[config.mk]
export PLATFORM = sky130hd
export DESIGN_NAME = double_ended_queue
export DESIGN_NICKNAME = d
export VERILOG_FILES = /design/src/rtl/deq_pkg.sv /design/src/rtl/deq_cell.sv /design/src/rtl/double_ended_queue.sv
export SDC_FILE = /design/constraint.sdc
export NUM_CORES = 1
export LEC_CHECK = 0
export BUFFER_PORTS_ARGS = -buffer_cell sky130_fd_sc_hd__buf_4
export CORE_MARGIN = 3
export CORE_UTILIZATION = 44
export CTS_CLUSTER_SIZE = 10
export DETAILED_ROUTE_END_ITERATION = 10
export PLACE_DENSITY = 0.7
export SYNTH_ARGS = -nofsm -noshare
export SYNTH_HDL_FRONTEND = slang
export SYNTH_SLANG_ARGS = --single-unit
[constraint.sdc]
create_clock -name i_clk -period 5 [get_ports i_clk]
set_input_delay 0.5 -clock i_clk [delete_from_list [all_inputs] [get_ports i_clk]]
set_output_delay 0.5 -clock i_clk [all_outputs]
set_load 0.02 [all_outputs]
[src/rtl/deq_pkg.sv]
package deq_pkg;

    typedef enum logic [1:0] {
        CMD_PUSH_FRONT = 2'd0,
        CMD_PUSH_BACK  = 2'd1,
        CMD_POP_FRONT  = 2'd2,
        CMD_POP_BACK   = 2'd3
    } t_cmd;

    typedef enum logic [1:0] {
        STAT_OK    = 2'd0,
        STAT_EMPTY = 2'd1,
        STAT_FULL  = 2'd2
    } t_status;

    // Operation broadcast to every cell of the chain
    typedef enum logic [2:0] {
        OP_HOLD      = 3'd0,
        OP_SHIFT_R   = 3'd1,
        OP_SHIFT_L   = 3'd2,
        OP_APPEND    = 3'd3,
        OP_DROP_LAST = 3'd4
    } t_cell_op;

    typedef struct packed {
        t_cell_op           op;
        logic signed [31:0] push_value;
    } t_cell_ctrl;

    typedef struct packed {
        t_cmd               cmd;
        logic signed [31:0] push_value;
    } t_in_item;

    typedef struct packed {
        logic signed [31:0] pop_value;
        t_status            status;
        logic [4:0]         entry_count;
        logic               is_empty;
    } t_out_item;

endpackage

[src/rtl/deq_cell.sv]
module deq_cell (
    input  logic                  i_clk,
    input  logic                  i_rst_n,
    input  deq_pkg::t_cell_ctrl   i_ctrl,
    input  logic signed [31:0]    i_left_value,
    input  logic                  i_left_occ,
    input  logic signed [31:0]    i_right_value,
    input  logic                  i_right_occ,
    input  logic signed [31:0]    i_right_bus,
    output logic signed [31:0]    o_value,
    output logic                  o_occ,
    output logic signed [31:0]    o_bus
);

    logic signed [31:0] r_value;
    logic signed [31:0] n_value;
    logic               r_occ;
    logic               n_occ;
    logic signed [31:0] r_bus;
    logic signed [31:0] n_bus;
    logic               w_is_last;

    assign w_is_last = r_occ && !i_right_occ;

    always_comb begin
        n_value = r_value;
        n_occ   = r_occ;
        case (i_ctrl.op)
            deq_pkg::OP_SHIFT_R: begin
                n_value = i_left_value;
                n_occ   = i_left_occ;
            end
            deq_pkg::OP_SHIFT_L: begin
                n_value = i_right_value;
                n_occ   = i_right_occ;
            end
            deq_pkg::OP_APPEND: begin
                // first free cell takes the new back entry
                if (!r_occ && i_left_occ) begin
                    n_value = i_ctrl.push_value;
                    n_occ   = 1'b1;
                end
            end
            deq_pkg::OP_DROP_LAST: begin
                if (w_is_last) begin
                    n_occ = 1'b0;
                end
            end
            default: begin
                n_value = r_value;
                n_occ   = r_occ;
            end
        endcase
    end

    // Readout chain: the back entry ripples one cell per cycle toward cell 0
    assign n_bus = w_is_last ? r_value : i_right_bus;

    always_ff @(posedge i_clk) begin
        if (!i_rst_n) begin
            r_occ <= 1'b0;
        end else begin
            r_occ <= n_occ;
        end
    end

    always_ff @(posedge i_clk) begin
        r_value <= n_value;
        r_bus   <= n_bus;
    end

    assign o_value = r_value;
    assign o_occ   = r_occ;
    assign o_bus   = r_bus;

endmodule

[src/rtl/double_ended_queue.sv]
// Double-ended queue of signed 32-bit values, DEPTH entries deep.
// Input channel (i_in_valid / o_in_ready / i_in_data) carries a command:
// push front, push back, pop front or pop back, and a value for pushes.
// Output channel (o_out_valid / i_out_ready / o_out_data) returns one result
// per command: popped value, status, entry count and empty flag.
// Entries sit in a row of cells packed from cell 0 (the front); pushes and
// pops at the front shift the whole row by one cell.
// Push front, push back and pop front: result is registered in the cycle after
// the transfer, and one command per cycle is taken while the receiver keeps
// i_out_ready high.
// Pop back: the back entry travels along a readout chain one cell per cycle
// toward cell 0; a wait counter loaded with the number of entries held before
// the pop counts down, and then the result is registered and the entry dropped.
// o_in_ready is low while a pop back is in flight and while a result waits
// that the receiver is not taking; a stalled result holds unchanged.
// Reset (synchronous, active low) empties the queue and drops any pending
// result; no clearing pass is needed, the queue is ready on the next cycle.
module double_ended_queue #(
    parameter int DEPTH = 16
) (
    input  logic                i_clk,
    input  logic                i_rst_n,
    input  logic                i_in_valid,
    output logic                o_in_ready,
    input  deq_pkg::t_in_item   i_in_data,
    output logic                o_out_valid,
    input  logic                i_out_ready,
    output deq_pkg::t_out_item  o_out_data
);

    localparam int CW = $clog2(DEPTH + 1);
    localparam int EW = (CW > 5) ? CW : 5;

    typedef enum logic {
        S_IDLE,
        S_SWEEP
    } t_state;

    t_state               r_state;
    t_state               n_state;
    logic [CW-1:0]        r_count;
    logic [CW-1:0]        n_count;
    logic [CW-1:0]        r_wait;
    logic [CW-1:0]        n_wait;
    logic                 r_out_valid;
    logic                 n_out_valid;
    deq_pkg::t_out_item   r_out;
    deq_pkg::t_out_item   n_out;
    deq_pkg::t_cell_ctrl  w_ctrl;

    logic signed [31:0]   w_value [DEPTH];
    logic                 w_occ   [DEPTH];
    logic signed [31:0]   w_bus   [DEPTH];
    logic [DEPTH-1:0]     w_occ_vec;

    logic                 w_in_fire;
    logic                 w_out_fire;
    logic                 w_full;
    logic                 w_empty;
    logic                 w_sweep_done;
    logic [EW-1:0]        w_cnt_ext;

    assign w_full       = (r_count == CW'(DEPTH));
    assign w_empty      = (r_count == '0);
    assign o_in_ready   = (r_state == S_IDLE) && (!r_out_valid || i_out_ready);
    assign w_in_fire    = i_in_valid && o_in_ready;
    assign w_out_fire   = r_out_valid && i_out_ready;
    assign w_sweep_done = (r_state == S_SWEEP) && (r_wait == '0);

    always_comb begin
        n_state           = r_state;
        n_count           = r_count;
        n_wait            = r_wait;
        n_out_valid       = r_out_valid && !w_out_fire;
        n_out             = r_out;
        w_ctrl.op         = deq_pkg::OP_HOLD;
        w_ctrl.push_value = i_in_data.push_value;

        if (w_in_fire) begin
            n_out_valid     = 1'b1;
            n_out.pop_value = '0;
            n_out.status    = deq_pkg::STAT_OK;
            case (i_in_data.cmd)
                deq_pkg::CMD_PUSH_FRONT: begin
                    if (w_full) begin
                        n_out.status = deq_pkg::STAT_FULL;
                    end else begin
                        w_ctrl.op = deq_pkg::OP_SHIFT_R;
                        n_count   = r_count + 1'b1;
                    end
                end
                deq_pkg::CMD_PUSH_BACK: begin
                    if (w_full) begin
                        n_out.status = deq_pkg::STAT_FULL;
                    end else begin
                        w_ctrl.op = deq_pkg::OP_APPEND;
                        n_count   = r_count + 1'b1;
                    end
                end
                deq_pkg::CMD_POP_FRONT: begin
                    if (w_empty) begin
                        n_out.status = deq_pkg::STAT_EMPTY;
                    end else begin
                        w_ctrl.op       = deq_pkg::OP_SHIFT_L;
                        n_out.pop_value = w_value[0];
                        n_count         = r_count - 1'b1;
                    end
                end
                deq_pkg::CMD_POP_BACK: begin
                    if (w_empty) begin
                        n_out.status = deq_pkg::STAT_EMPTY;
                    end else begin
                        // wait for the back entry to reach cell 0
                        n_out_valid = 1'b0;
                        n_state     = S_SWEEP;
                        n_wait      = r_count;
                    end
                end
                default: begin
                    n_out.status = deq_pkg::STAT_OK;
                end
            endcase
        end else if (r_state == S_SWEEP) begin
            if (w_sweep_done) begin
                w_ctrl.op       = deq_pkg::OP_DROP_LAST;
                n_out_valid     = 1'b1;
                n_out.pop_value = w_bus[0];
                n_out.status    = deq_pkg::STAT_OK;
                n_count         = r_count - 1'b1;
                n_state         = S_IDLE;
            end else begin
                n_wait = r_wait - 1'b1;
            end
        end

        w_cnt_ext         = EW'(n_count);
        n_out.entry_count = w_cnt_ext[4:0];
        n_out.is_empty    = (n_count == '0);
    end

    always_ff @(posedge i_clk) begin
        if (!i_rst_n) begin
            r_state     <= S_IDLE;
            r_count     <= '0;
            r_out_valid <= 1'b0;
        end else begin
            r_state     <= n_state;
            r_count     <= n_count;
            r_out_valid <= n_out_valid;
        end
        r_wait <= n_wait;
        r_out  <= n_out;
    end

    for (genvar i = 0; i < DEPTH; i++) begin : g_cell
        logic signed [31:0] w_left_value;
        logic               w_left_occ;
        logic signed [31:0] w_right_value;
        logic               w_right_occ;
        logic signed [31:0] w_right_bus;

        if (i == 0) begin : g_front
            assign w_left_value = i_in_data.push_value;
            assign w_left_occ   = 1'b1;
        end else begin : g_inner_l
            assign w_left_value = w_value[i-1];
            assign w_left_occ   = w_occ[i-1];
        end

        if (i == DEPTH - 1) begin : g_back
            assign w_right_value = '0;
            assign w_right_occ   = 1'b0;
            assign w_right_bus   = '0;
        end else begin : g_inner_r
            assign w_right_value = w_value[i+1];
            assign w_right_occ   = w_occ[i+1];
            assign w_right_bus   = w_bus[i+1];
        end

        deq_cell u_cell (
            .i_clk         (i_clk),
            .i_rst_n       (i_rst_n),
            .i_ctrl        (w_ctrl),
            .i_left_value  (w_left_value),
            .i_left_occ    (w_left_occ),
            .i_right_value (w_right_value),
            .i_right_occ   (w_right_occ),
            .i_right_bus   (w_right_bus),
            .o_value       (w_value[i]),
            .o_occ         (w_occ[i]),
            .o_bus         (w_bus[i])
        );

        assign w_occ_vec[i] = w_occ[i];
    end

    assign o_out_valid = r_out_valid;
    assign o_out_data  = r_out;

    a_count_bound: assert property (@(posedge i_clk) disable iff (!i_rst_n)
        r_count <= CW'(DEPTH))
        else $error("entry count above depth");

    a_occ_match: assert property (@(posedge i_clk) disable iff (!i_rst_n)
        $countones(w_occ_vec) == int'(r_count))
        else $error("cell occupancy disagrees with entry count");

    a_sweep_blocks: assert property (@(posedge i_clk) disable iff (!i_rst_n)
        (r_state == S_SWEEP) |-> !o_in_ready)
        else $error("input taken during pop back readout");

    a_push_grows: assert property (@(posedge i_clk) disable iff (!i_rst_n)
        (w_in_fire && !w_full && (i_in_data.cmd == deq_pkg::CMD_PUSH_FRONT ||
         i_in_data.cmd == deq_pkg::CMD_PUSH_BACK))
        |=> (r_count == $past(r_count) + 1'b1))
        else $error("accepted push did not add an entry");

    a_empty_zero: assert property (@(posedge i_clk) disable iff (!i_rst_n)
        (o_out_valid && o_out_data.status == deq_pkg::STAT_EMPTY)
        |-> (o_out_data.pop_value == '0))
        else $error("pop on empty returned nonzero value");

endmodule
=== After elaboration in Yosys (flattened, before gate mapping) ===
Index checks and enable logic that the tools add are counted.

* Add/sub/neg operators: 3
* Eq/ne operators: 42
* Multiplexer cells: 129
* Bitwise operators: 1
* Reduce and logical (&&, ||, !) cells: 87

{| class="wikitable"
|+ Operators by type and width
! operator !! count
|-
| 32-bit one-hot mux with 3 select lines || 16
|-
| 32-bit two-way mux || 33
|-
| 34-bit two-way mux || 3
|-
| 2-bit by 1-bit != test with 1-bit output, second input constant || 31
|-
| 1-bit one-hot mux with 4 select lines || 14
|-
| 5-bit two-way mux || 10
|-
| 1-bit two-way mux || 42
|-
| 3-bit AND reduction || 14
|-
| 2-bit AND reduction || 20
|-
| 1-bit logical AND || 20
|-
| 1-bit logical NOT || 17
|-
| 5-bit logical NOT || 3
|-
| 5-bit one-hot mux with 2 select lines || 1
|-
| 5-bit by 1-bit subtractor with 5-bit output, second input constant || 2
|-
| 3-bit two-way mux || 3
|-
| 3-bit nonzero test || 3
|-
| 2-bit OR reduction || 4
|-
| 3-bit by 2-bit equality test with 1-bit output, second input constant || 2
|-
| 2-bit two-way mux || 3
|-
| 2-bit != test, second input constant || 3
|-
| 1-bit one-hot mux with 3 select lines || 2
|-
| 2-bit one-hot mux with 3 select lines || 1
|-
| 5-bit by 1-bit adder with 5-bit output, second input constant || 1
|-
| 5-bit equality test, second input constant || 1
|-
| 11 further kinds || 13
|}

* Register bits: 1092
* Input port bits: 38
* Output and inout port bits: 42
* Word-level logic and storage cells: 318

=== Depth between registers and ports, before layout ===
* Depth after elaboration: 9
* Gate-level depth with buffers: 10
* Mapped depth without buffers: 7

=== Modules after synthesis ===
A second synthesis with hierarchy kept.

* Cell total of the unflattened synthesis: 3703
* Area total of the unflattened synthesis: 46688.5 um^2

{| class="wikitable"
|+ By module, submodules not included
! module !! instances !! cells each !! area each (um^2) !! sequential area each (um^2)
|-
| deq_cell || 16 || 219 || 2766.4 || 1621.6
|-
| double_ended_queue || 1 || 199 || 2426.1 || 1431.4
|}

=== Worst setup path after synthesis ===
No wires, ideal clock.

* Path kind: register to register
* From: reg r_count[0]
* To: reg g_cell[0].u_cell.r_value[0], enable pin
* Library setup time: 0.432 ns
* Arrival time: 3.313 ns
* Required time: 4.568 ns
* Slack: 1.255 ns
* Cell stages (with the launch flop): 9
* Buffers on the path: 2
* Clock period less this slack: 3.745 ns
* Cell sequence: dfxtp_1 inv_1 ha_1 nor4bb_4 nor4_4 and2_1 clkbuf_1 clkbuf_1 a21oi_1

* Cells in the longest elaborated chain, start to end: 7
* Elaborated cells between the ends (all ways): 13
* Those cells by class: eq/ne (5); mux (5); reduce/logical (3)

{| class="wikitable"
|+ RTL lines
! element !! line !! text
|-
| start: declaration || double_ended_queue.sv:41 || <nowiki>logic [CW-1:0] r_count;</nowiki>
|-
| start signal: assignment || double_ended_queue.sv:148 || <nowiki>r_count <= n_count;</nowiki>
|-
| 5-bit equality test or 5-bit logical NOT (tied branches) || double_ended_queue.sv:63, double_ended_queue.sv:64 ||
|-
| 2-bit two-way mux, or another cell as far along || double_ended_queue.sv:93 || <nowiki>if (w_full) begin</nowiki>
|-
| 2-bit one-hot mux with 3 select lines (*) || double_ended_queue.sv:83 || <nowiki>case (i_in_data.cmd)</nowiki>
|-
| 3-bit two-way mux (*) || double_ended_queue.sv:79 || <nowiki>if (w_in_fire) begin</nowiki>
|-
| 3-bit by 2-bit equality test with 1-bit output or 3-bit by 1-bit equality test with 1-bit output (tied branches) || deq_cell.sv:28 || <nowiki>case (i_ctrl.op)</nowiki>
|-
| 2-bit != test (no line) or 3-bit nonzero test (tied branches) || - ||
|-
| 2-bit AND reduction (no line) (*) || - ||
|-
| end signal: assignment || deq_cell.sv:68 || <nowiki>r_value <= n_value;</nowiki>
|-
| end: declaration || deq_cell.sv:15 || <nowiki>logic signed [31:0] r_value;</nowiki>
|}

Every way passes the cells marked *; elsewhere a longest branch is shown, timed or not.
A chain may end at the register's enable or synchronous reset.

=== Worst setup path in the final report ===
* From: reg r_count[0]
* To: reg g_cell[13].u_cell.r_value[12], enable pin

* Cells in the longest elaborated chain, start to end: 7
* Elaborated cells between the ends (all ways): 13
* Those cells by class: eq/ne (5); mux (5); reduce/logical (3)

{| class="wikitable"
|+ RTL lines
! element !! line
|-
| 5-bit equality test or 5-bit logical NOT (tied branches) || double_ended_queue.sv:63, double_ended_queue.sv:64
|-
| 2-bit two-way mux, or another cell as far along || double_ended_queue.sv:93
|-
| 2-bit one-hot mux with 3 select lines (*) || double_ended_queue.sv:83
|-
| 3-bit two-way mux (*) || double_ended_queue.sv:79
|-
| 3-bit by 2-bit equality test with 1-bit output or 3-bit by 1-bit equality test with 1-bit output (tied branches) || deq_cell.sv:28
|-
| 2-bit by 1-bit != test with 1-bit output (no line) or 3-bit nonzero test (tied branches) || -
|-
| 2-bit AND reduction (no line) (*) || -
|-
| end signal: assignment || deq_cell.sv:68
|-
| end: declaration || deq_cell.sv:15
|}

Marks and branches as above.

==> flow_summary_export.csv <==
group,metric,value,unit
flow_run,cap_violations,0,
setup_path,slowest_stage,"a21oi_4",
floorplanning,rows,111,
synth,ys_seq_area_share,66.3,%
layout,area_growth,12.3,%
route,ant_nets,0,
layout,n_antenna_cell,0,
clocking,cts_resized,0,
layout,final_layout_size_suffix_gt1_share,27.7,%
setup_path,critPathLaunchType,"flop",
route,drcViolationCount,0,
synth,synth_fp_nets,2788,
clocking,tritoncts,"yes",
synth,synth_async_sr_flop_share,0,%
setup_path,cp.required,5.33,ns
global_route,grt_overflow,0,
pwr,power_density,456,nW/µm²
sta,finalHoldViolations,0,
clocking,cts_made_buffers,119,
global_route,grt_pass1_wl,153,mm
status,outcome,"complete, no violations",
sta,setup_viol,0,
clocking,clock_latency,0.69,ns
setup_path,cp_max_fo,20,
clocking,post_cts.repair.setup_buffers,0,
synth,synth_edf_count,551,
sta,period_minus_slack,3.56,ns
global_route,first_global_vias,25000,
sta,clock.fmax,281,MHz
clocking,cts_max_path_buffers,3,
pwr,ir_drop,348,µV
sta,maxSlewViolCount,0,
setup_path,r2r-start,"r_count[0]$_SDFF_PN0_",
route,wl_per_cell,24.6,µm
global_route,grt_max_degree,163,
setup_path,max_stage_delay,0.75,ns
setup_path,endpoint_kind,"flop",
floorplanning,num_io_pins,80,
floorplanning,die_width,312,µm
route,vias_per_cell,6.20,
setup_path,crit_top_cell,"buf_4",
synth,syn_avg_cell_area,15.0,µm²
synth,synth_seq_cells,1092,
sta,period_share,71.1,%
clocking,cts_sinks,1092,
hold_path,hold_start,"i_in_data[26]",
clocking,h-tree-depth,3,
synth,synth_cell_types,48,
placement,gp_congestion,0.811,
setup_path,path_buf_inv,3,
sta,worst_slew_pin_slew,1.01,ns
hold_path,hold_path.class,"in -> reg",
placement,port_buffers,79,
clocking,hold_buffers,0,
layout,nets,2764,
setup_path,critPathArrivalTime,3.89,ns
pwr,leakage,17.5,nW
sta,fin_tns_setup,0,ns
floorplanning,die_area,97600,µm²
placement,dp_slack,1.33,ns
setup_path,crit_family,"compound AO/OA/AOI/OAI gates",
synth,netlist_instances,2746,
synth,synth_top_area_share,40.1,%
route,via_count,25200,
route,firstDrtPassIters,6,
sta,worst_slack,1.44,ns
setup_path,path_cells,"inv_1 -> ha_1 -> nor4bb_4 -> o22ai_1 -> buf_4 -> nand2_1 -> a21oi_4 -> buf_4",
global_route,grt_use_total,19.8,%
synth,yosysTopAreaCell,"edfxtp_1",
floorplanning,initial_utilization,44.7,%
floorplanning,core,92400,µm²
route,routed_wirelength,99.9,mm
synth,synthTopCellsByArea,"edfxtp_1, dfxtp_1, mux2_2",
sta,slew_headroom,32.3,%
clocking,clk_pin_slew,0.06,ns
clocking,root_buffer,"clkbuf_16",
sta,rsz0062_at_grt,"no",
synth,yosysWarnings,0,
sta,fin_skew,0.0305,ns
global_route,antenna_found_initial,0,
synth,ys.flop_type,"edfxtp_1",
layout,utilization,50.2,%
placement,hpwl,54.8,mm
route,drt_iter0_drc,3471,
setup_path,critical_path.startpoint,"r_count[0]$_SDFF_PN0_",
floorplanning,die_y,312,µm
synth,syn_area,41300,µm²
setup_path,path_class,"reg -> reg",
[report_power, final]
part	switching [mW]	total, mW	internal (mW)
registers	0.462	11.1	10.7
clock network	3.37	7.92	4.55
logic	1.03	2.11	1.08
[synth_stat cells (2+ instances only)]
| library cell | n |
|---|---|
| a2111oi_0 | 2 |
| a21o_1 | 33 |
| a21oi_1 | 21 |
| a221o_1 | 448 |
| a221oi_1 | 12 |
| a22o_1 | 32 |
| a2bb2oi_1 | 11 |
| a31oi_1 | 2 |
| and2_1 | 39 |
| and3_1 | 44 |
| buf_1 | 6 |
| buf_2 | 94 |
| buf_4 | 3 |
| buf_6 | 13 |
| clkbuf_1 | 160 |
| dfxtp_1 | 541 |
| edfxtp_1 | 551 |
| ha_1 | 4 |
| inv_1 | 7 |
| mux2_2 | 480 |
| mux2i_1 | 4 |
| nand2_1 | 108 |
| nand2b_1 | 19 |
| nand3_1 | 6 |
| nor2_1 | 25 |
| nor2b_1 | 2 |
| nor3_1 | 17 |
| nor3b_1 | 2 |
| nor4_4 | 2 |
| o21ai_0 | 17 |
| o221ai_1 | 3 |
| o22ai_1 | 2 |
| o2bb2ai_1 | 3 |
| o32ai_1 | 2 |
| or4_1 | 14 |
| xnor2_1 | 3 |
| xor2_1 | 3 |
[through the flow]
step                hold WS [ns]  cell area, µm²  total power, mW  instances
global placement           0.435           42900             13.3       3844
finish                    0.0974           46400             21.2       4066
detailed placement         0.438           42900             13.4       3844
global route              0.0844           46400             21.9       4066
floorplan                  0.433           41300             12.7       2746
CTS                       0.0596           46400             21.3       4066
[metal layers]
layer	GRT usage [%]	up-vias	wire (µm)
li1	-	10800	-
met1	27.6	12900	42100
met2	31.3	1234	46800
met3	3.39	182	8390
met4	6.90	0	2680
met5	0	-	0
[path summary, 6_finish.rpt]
kind / to / slack, ns / depth (start not counted)
worst max-delay path: g_cell[13].u_cell.o_value[12]$_DFFE_PP_ / 1.44 / 8
worst min-delay path: g_cell[0].u_cell.o_value[26]$_DFFE_PP_ / 0.1 / 3
worst max register to register: g_cell[13].u_cell.o_value[12]$_DFFE_PP_ / 1.44 / 8
worst min register to register: g_cell[4].u_cell.o_bus[17]$_DFF_P_ / 0.43 / 1
[cell type report]
| class | instances | area (µm²) |
|---|---|---|
| fill | 7573 | 46000 |
| sequential | 1092 | 27400 |
| multi-input combinational | 1371 | 12800 |
| clock buffer | 217 | 3410 |
| tap | 1243 | 1560 |
| timing repair buffer | 131 | 1100 |
| clock inverter | 5 | 90.1 |
| inverter | 7 | 26.3 |
[flip-flops by register name, summed over array words and instances, names as in the netlist]
name / cells
g_cell.u_cell.o_bus: 512
r_wait: 5
o_out_valid: 1
g_cell.u_cell.o_value: 512
r_state: 1
r_count: 5
g_cell.u_cell.o_occ: 16
o_out_data: 40
[cells in the final DEF (no fill, tap or decap), types with 3 or more instances in the layout]
master / n
edfxtp_1: 551
dfxtp_1: 541
mux2_2: 480
a221o_1: 448
clkbuf_16: 122
buf_4: 122
nand2_1: 106
clkbuf_1: 95
and3_1: 44
and2_1: 39
a21o_1: 33
a22o_1: 32
nor3_1: 17
o21ai_0: 17
a21oi_1: 16
nor2_1: 13
or4_1: 13
nor2_4: 12
a221oi_1: 12
nand2b_2: 11
a2bb2oi_1: 11
buf_12: 9
inv_1: 7
nand3_1: 6
a21oi_4: 5
nand2b_1: 4
nand2b_4: 4
mux2i_1: 4
ha_1: 4
xor2_1: 3
xnor2_1: 3
o221ai_1: 3
o2bb2ai_1: 3
[kinds of logic (layout without fill, tap and decap cells)]
kind of cell | Yosys count | after routing | share of synthesized area [%]
mux | 484 | 484 | 13.2
compound gates | 593 | 593 | 13.5
flops | 1092 | 1092 | 66.3
xor+xnor | 6 | 6 | 0.127
simple gates | 284 | 284 | 3.68
fa+ha+maj | 4 | 4 | 0.121
buf+inv | 283 | 360 | 3.12
[tightest hold or removal path, cell delays in order]
cell and delay [ns]:
buf_4 0.09, nand2_1 0.04, nand2_1 0.06
(Power assumes the default switching activity.)
